==> src/hdl/pqd_pkg.sv <==
// ---------------------------------------------------------------------------
// pqd_pkg
// shared constants and types for the packed quaternion decoder
// ---------------------------------------------------------------------------
package pqd_pkg;

   localparam int FRAC_BITS = 16;
   localparam int LANES     = 4;
   localparam int XY_SCALE  = 1023;
   localparam int Z_SCALE   = 511;

   // lane order through the divide and root pipelines
   localparam int LANE_W = 0;
   localparam int LANE_X = 1;
   localparam int LANE_Y = 2;
   localparam int LANE_Z = 3;

   localparam int MAG_W    = 11;                  // |component| before scaling
   localparam int PROD_W   = 20;                  // |component| times the other scale
   localparam int D_W      = 2 * PROD_W;          // divisor, squared length
   localparam int Q_W      = 2 * FRAC_BITS + 3;   // quotient bits
   localparam int N_W      = D_W + Q_W;           // dividend bits
   localparam int SQ_STEPS = (Q_W + 1) / 2;       // root digits
   localparam int ROOT_W   = SQ_STEPS;
   localparam int REM_W    = SQ_STEPS + 1;
   localparam int QV_W     = 18;                  // vector part field
   localparam int QW_W     = 17;                  // w field

   localparam int NORM_SHIFT  = 2 * FRAC_BITS + 2;
   localparam int PLAIN_SHIFT = FRAC_BITS + 1;

   localparam logic [D_W-1:0] FULL_DEN =
      D_W'(64'(XY_SCALE) * 64'(XY_SCALE) * 64'(Z_SCALE) * 64'(Z_SCALE));

   typedef logic [N_W-1:0]    dvd_type;
   typedef logic [D_W-1:0]    dsr_type;
   typedef logic [Q_W-1:0]    quo_type;
   typedef logic [ROOT_W-1:0] root_type;

   typedef struct packed {
      logic [2:0] neg;    // sign of x, y, z
      logic       norm;   // squared length reached one
      logic       last;
   } side_type;

endpackage

==> src/hdl/pqd_front.sv <==
// ---------------------------------------------------------------------------
// pqd_front
// unpack, square, length test and dividend/divisor setup (four stages)
// ---------------------------------------------------------------------------
module pqd_front import pqd_pkg::*; (
   input  logic     clock,
   input  logic     reset,
   input  logic     in_valid,
   output logic     in_ready,
   input  logic [31:0] in_word,
   input  logic     in_last,
   output logic     out_valid,
   input  logic     out_ready,
   output dvd_type  out_n [LANES],
   output dsr_type  out_d [LANES],
   output side_type out_side
);

   logic s1_v_ff, s2_v_ff, s3_v_ff, s4_v_ff;
   logic rdy1, rdy2, rdy3, rdy4;

   logic [MAG_W-1:0]  mag_in [3];
   logic [PROD_W-1:0] a_in   [3];
   logic [2:0]        neg_in;
   logic [11:0]       xs, ys;
   logic [10:0]       zs;

   logic [MAG_W-1:0]  mag1_ff [3];
   logic [PROD_W-1:0] a1_ff   [3];
   side_type          side1_ff;

   logic [MAG_W-1:0]  mag2_ff [3];
   logic [D_W-1:0]    sq2_ff  [3];
   side_type          side2_ff;

   logic [MAG_W-1:0]  mag3_ff [3];
   logic [D_W-1:0]    sq3_ff  [3];
   logic [D_W-1:0]    num3_in;
   logic [D_W-1:0]    num3_ff;
   side_type          side3_ff;

   dvd_type           n4_in  [LANES];
   dsr_type           d4_in  [LANES];
   dvd_type           n4_ff  [LANES];
   dsr_type           d4_ff  [LANES];
   side_type          side4_ff;
   logic [D_W-1:0]    rest;

   assign rdy4     = !s4_v_ff || out_ready;
   assign rdy3     = !s3_v_ff || rdy4;
   assign rdy2     = !s2_v_ff || rdy3;
   assign rdy1     = !s1_v_ff || rdy2;
   assign in_ready = rdy1;

   always_ff @(posedge clock) begin
      if (reset) begin
         s1_v_ff <= 1'b0;
         s2_v_ff <= 1'b0;
         s3_v_ff <= 1'b0;
         s4_v_ff <= 1'b0;
      end else begin
         if (rdy1) s1_v_ff <= in_valid;
         if (rdy2) s2_v_ff <= s1_v_ff;
         if (rdy3) s3_v_ff <= s2_v_ff;
         if (rdy4) s4_v_ff <= s3_v_ff;
      end
   end

   // stage 1: signed components, magnitudes, scaled magnitudes
   always_comb begin
      xs = 12'(XY_SCALE) - {1'b0, in_word[10:0]};
      ys = 12'(XY_SCALE) - {1'b0, in_word[21:11]};
      zs = 11'(Z_SCALE) - {1'b0, in_word[31:22]};
      neg_in = {zs[10], ys[11], xs[11]};
      mag_in[0] = xs[11] ? MAG_W'(-xs) : xs[MAG_W-1:0];
      mag_in[1] = ys[11] ? MAG_W'(-ys) : ys[MAG_W-1:0];
      mag_in[2] = zs[10] ? MAG_W'(-zs) : zs[MAG_W-1:0];
      a_in[0] = PROD_W'(PROD_W'(mag_in[0]) * PROD_W'(Z_SCALE));
      a_in[1] = PROD_W'(PROD_W'(mag_in[1]) * PROD_W'(Z_SCALE));
      a_in[2] = PROD_W'(PROD_W'(mag_in[2]) * PROD_W'(XY_SCALE));
   end

   always_ff @(posedge clock) begin
      if (rdy1) begin
         mag1_ff       <= mag_in;
         a1_ff         <= a_in;
         side1_ff.neg  <= neg_in;
         side1_ff.norm <= 1'b0;
         side1_ff.last <= in_last;
      end
   end

   // stage 2: squares
   always_ff @(posedge clock) begin
      if (rdy2) begin
         for (int i = 0; i < 3; i++) begin
            sq2_ff[i] <= D_W'(D_W'(a1_ff[i]) * D_W'(a1_ff[i]));
         end
         mag2_ff  <= mag1_ff;
         side2_ff <= side1_ff;
      end
   end

   // stage 3: squared length and the compare with one
   assign num3_in = sq2_ff[0] + sq2_ff[1] + sq2_ff[2];

   always_ff @(posedge clock) begin
      if (rdy3) begin
         num3_ff       <= num3_in;
         sq3_ff        <= sq2_ff;
         mag3_ff       <= mag2_ff;
         side3_ff.neg  <= side2_ff.neg;
         side3_ff.last <= side2_ff.last;
         side3_ff.norm <= (num3_in >= FULL_DEN);
      end
   end

   // stage 4: one dividend and divisor per lane
   always_comb begin
      rest = FULL_DEN - num3_ff;
      if (side3_ff.norm) begin
         n4_in[LANE_W] = '0;
         for (int i = 0; i < 3; i++) begin
            n4_in[i+1] = N_W'(sq3_ff[i]) << NORM_SHIFT;
            d4_in[i+1] = num3_ff;
         end
      end else begin
         n4_in[LANE_W] = N_W'(rest) << NORM_SHIFT;
         n4_in[LANE_X] = (N_W'(mag3_ff[0]) << PLAIN_SHIFT) + N_W'(XY_SCALE);
         n4_in[LANE_Y] = (N_W'(mag3_ff[1]) << PLAIN_SHIFT) + N_W'(XY_SCALE);
         n4_in[LANE_Z] = (N_W'(mag3_ff[2]) << PLAIN_SHIFT) + N_W'(Z_SCALE);
         d4_in[LANE_X] = D_W'(2 * XY_SCALE);
         d4_in[LANE_Y] = D_W'(2 * XY_SCALE);
         d4_in[LANE_Z] = D_W'(2 * Z_SCALE);
      end
      d4_in[LANE_W] = FULL_DEN;
   end

   always_ff @(posedge clock) begin
      if (rdy4) begin
         n4_ff    <= n4_in;
         d4_ff    <= d4_in;
         side4_ff <= side3_ff;
      end
   end

   assign out_valid = s4_v_ff;
   assign out_n     = n4_ff;
   assign out_d     = d4_ff;
   assign out_side  = side4_ff;

endmodule

==> config.mk <==
export PLATFORM = sky130hd
export DESIGN_NAME = pqd_front
export DESIGN_NICKNAME = d
export VERILOG_FILES = /design/src/hdl/pqd_pkg.sv /design/src/hdl/pqd_front.sv
export SDC_FILE = /design/constraint.sdc
export NUM_CORES = 2
export LEC_CHECK = 0
export BUFFER_PORTS_ARGS = -buffer_cell sky130_fd_sc_hd__buf_2
export CAP_MARGIN = 20
export CORE_MARGIN = 4
export CORE_UTILIZATION = 40
export DETAILED_ROUTE_END_ITERATION = 8
export GPL_ROUTABILITY_DRIVEN = 0
export HOLD_SLACK_MARGIN = 0.15
export PLACE_DENSITY = 0.62
export SLEW_MARGIN = 30
export SYNTH_ARGS = -nofsm -noshare
export SYNTH_HDL_FRONTEND = slang
export SYNTH_SLANG_ARGS = --single-unit
export TNS_END_PERCENT = 5
==> constraint.sdc <==
create_clock -name clock -period 20.9 [get_ports clock]
set_input_delay 6.27 -clock clock [delete_from_list [all_inputs] [get_ports clock]]
set_output_delay 6.27 -clock clock [all_outputs]
set_load 0.05 [all_outputs]
==> out/metrics.csv <==
metric,value,unit
maxSlewHeadroom,0.351,
grt_pass1_vias,45800,
syn_avg_cell_area,11.1,sq um
yosysTopAreaCell,fa_1,
yosysUniqueCellTypes,81,
cp_max_fo,5,
die_y,422,microns
critPathLaunch,out_ready,
finalHoldViolCount,0,
r2r_end,sq2_ff[119],
num_vias,42400,
yosysMostFrequentCell,inv_1,
core_area,170000,sq um
num_io_pins,504,
hold_path_class,reg2reg,
reg2reg_slack,12910,ps
ff2ff_path_depth,23,
cts_max_path_buffers,3,
mappedNetlistArea,68400,sq um
fillers,15700,
overflow,0,
ctsResizeCount,0,
synth_seq_area_share,0.297,
die_area,178000,sq um
cp-end-kind,output port,
cts_buffers,82,
setup_viol,0,
yosys_register_bits,678,
cts_sinks,678,
reg2reg_from,a1_ff[46],
grt_setup_unrepaired,false,
synth-edff-count,674,
area_delta_synth_final,9.01,%
cap_violations,0,
fin_nets,8108,
ant_nets,0,
drive_above_1_share,0.0945,
std_cell_rows,151,
min_period,14130,ps
fmax,70.8,MHz
root_buffer,clkbuf_16,
synth_flop_cell,edfxtp_1,
route.detailed.drc,0,
crit_required,14630,ps
antenna_found_initial,2,
worstSetupEndpoint,in_ready,
cp-start-kind,input port,
postSynthCellCount,6156,
synth_top_area_frac,0.298,
slew_violations,0,
insertion_delay,700,ps
hold_path_depth,0,
postCtsHoldBufs,0,
clk_pin_slew_worst_paths,60,ps
async_flop_share,0,
drtPass1Iterations,5,
wirelength,159000,microns
numPortBuffers,382,
synthTopCellsByArea,"fa_1 (30%), edfxtp_1 (30%), ha_1 (11%), inv_1 (7.0%), and2_1 (3.4%)",
fin_setup_tns,0,ps
htreeDepth,3,
worst_hold_slack,395,ps
synthTopCellsByCount,"inv_1 (1279), fa_1 (1017), edfxtp_1 (674), ha_1 (624), nand2_1 (456)",
crit_arrival,7860,ps
grt_max_degree,228,
post_cts_buffers,0,
cts_tree,built,
path_class,in2out,
skew,23.6,ps
grt_first_pass_wirelength,255000,microns
dp_hpwl,130000,microns
worst_slew_pin_slew,974,ps
grtUsageTotal,0.183,
die_w,422,microns
post-route-period-util,0.676,
drtIter0Drc,2513,
wl_per_cell,18.2,microns
yosys_warnings,0,
vias_per_cell,4.86,
initial_core_util,0.403,
status,completed,
==> worst max-delay path, cell delays in order <==
cell and delay [ps]:
buf_2 100, nor2b_1 540, and3_1 440, nand2_4 210, buf_2 280
==> area by class of cell <==
class,instances,area (sq um),share of cell area
tap,2218,2780,0.0372
timing repair buffer,441,2410,0.0323
clock buffer,90,2080,0.0279
sequential,678,20300,0.272
clock inverter,60,669,0.00898
multi-input combinational,3947,41500,0.556
antenna,2,5.00,0.0000671
inverter,1280,4820,0.0646
==> logic make-up after synthesis <==
kind of cell	Yosys count	share of synthesized area
AOI/OAI and AO/OA	541	0.0522
xor gates and xnor gates	295	0.0379
DFF	678	0.297
muxes	9	0.00143
other	2	0.000110
buffers and inverters	1661	0.104
and+or+nand+nor	1328	0.0958
adders and majority gates	1642	0.412
==> state kept, by name (all words and copies together), names as in the netlist <==
register   cells
a1_ff         57
out_valid      1
sq3_ff       114
sq2_ff       114
s1_v_ff        1
out_d         41
out_side       5
mag3_ff       33
s2_v_ff        1
num3_ff       40
side3_ff       5
mag1_ff       33
side1_ff       4
s3_v_ff        1
out_n        191
side2_ff       4
mag2_ff       33
==> how the worst min path moves through the flow <==
stage,to,startpoint
6_report,mag3_ff[10],mag2_ff[10]
3_5_place_dp,mag2_ff[12],mag1_ff[12]
5_1_grt,mag3_ff[10],mag2_ff[10]
2_1_floorplan,mag2_ff[10],mag1_ff[10]
3_3_place_gp,mag2_ff[12],mag1_ff[12]
4_1_cts,mag3_ff[10],mag2_ff[10]
==> through the flow <==
| stage | utilization | instance area (sq um) | cells | setup WS (ps) |
|---|---|---|---|---|
| 2_1_floorplan | - | 68900 | 6286 | 5780 |
| 3_3_place_gp | 0.423 | 71800 | 8560 | 6770 |
| 3_5_place_dp | 0.423 | 71800 | 8560 | 6750 |
| 4_1_cts | 0.439 | 74500 | 8710 | 6750 |
| 5_1_grt | 0.440 | 74600 | 8714 | 6690 |
| 6_report | 0.440 | 74600 | 8716 | 6770 |
==> routing by layer <==
layer | vias to the layer above | track usage | share of wire
li1 | 19700 | - | -
met1 | 21300 | 0.230 | 0.41
met2 | 1082 | 0.310 | 0.49
met3 | 260 | 0.0215 | 0.044
met4 | 0 | 0.0960 | 0.059
met5 | - | 0 | 0
==> cell usage in the layout, fill, tap and decap left out, types with 18 or more instances in the layout <==
cell type	count
inv_1	1277
fa_1	1017
edfxtp_1	674
ha_1	624
nand2_1	454
buf_2	382
and2_1	371
nor2_1	213
xnor2_1	170
a21oi_1	163
conb_1	132
xor2_1	124
a21o_1	88
clkbuf_16	82
o21ai_0	73
nor2b_1	67
nand3_1	53
buf_4	53
nor3_1	35
and3_1	33
nand2b_1	30
o21bai_1	26
a211oi_1	22
a31oi_1	22
o21a_1	19
nand4_1	18
Power is not shown: default switching activity piles up to over one toggle a cycle in this logic, so the estimate is an artifact.
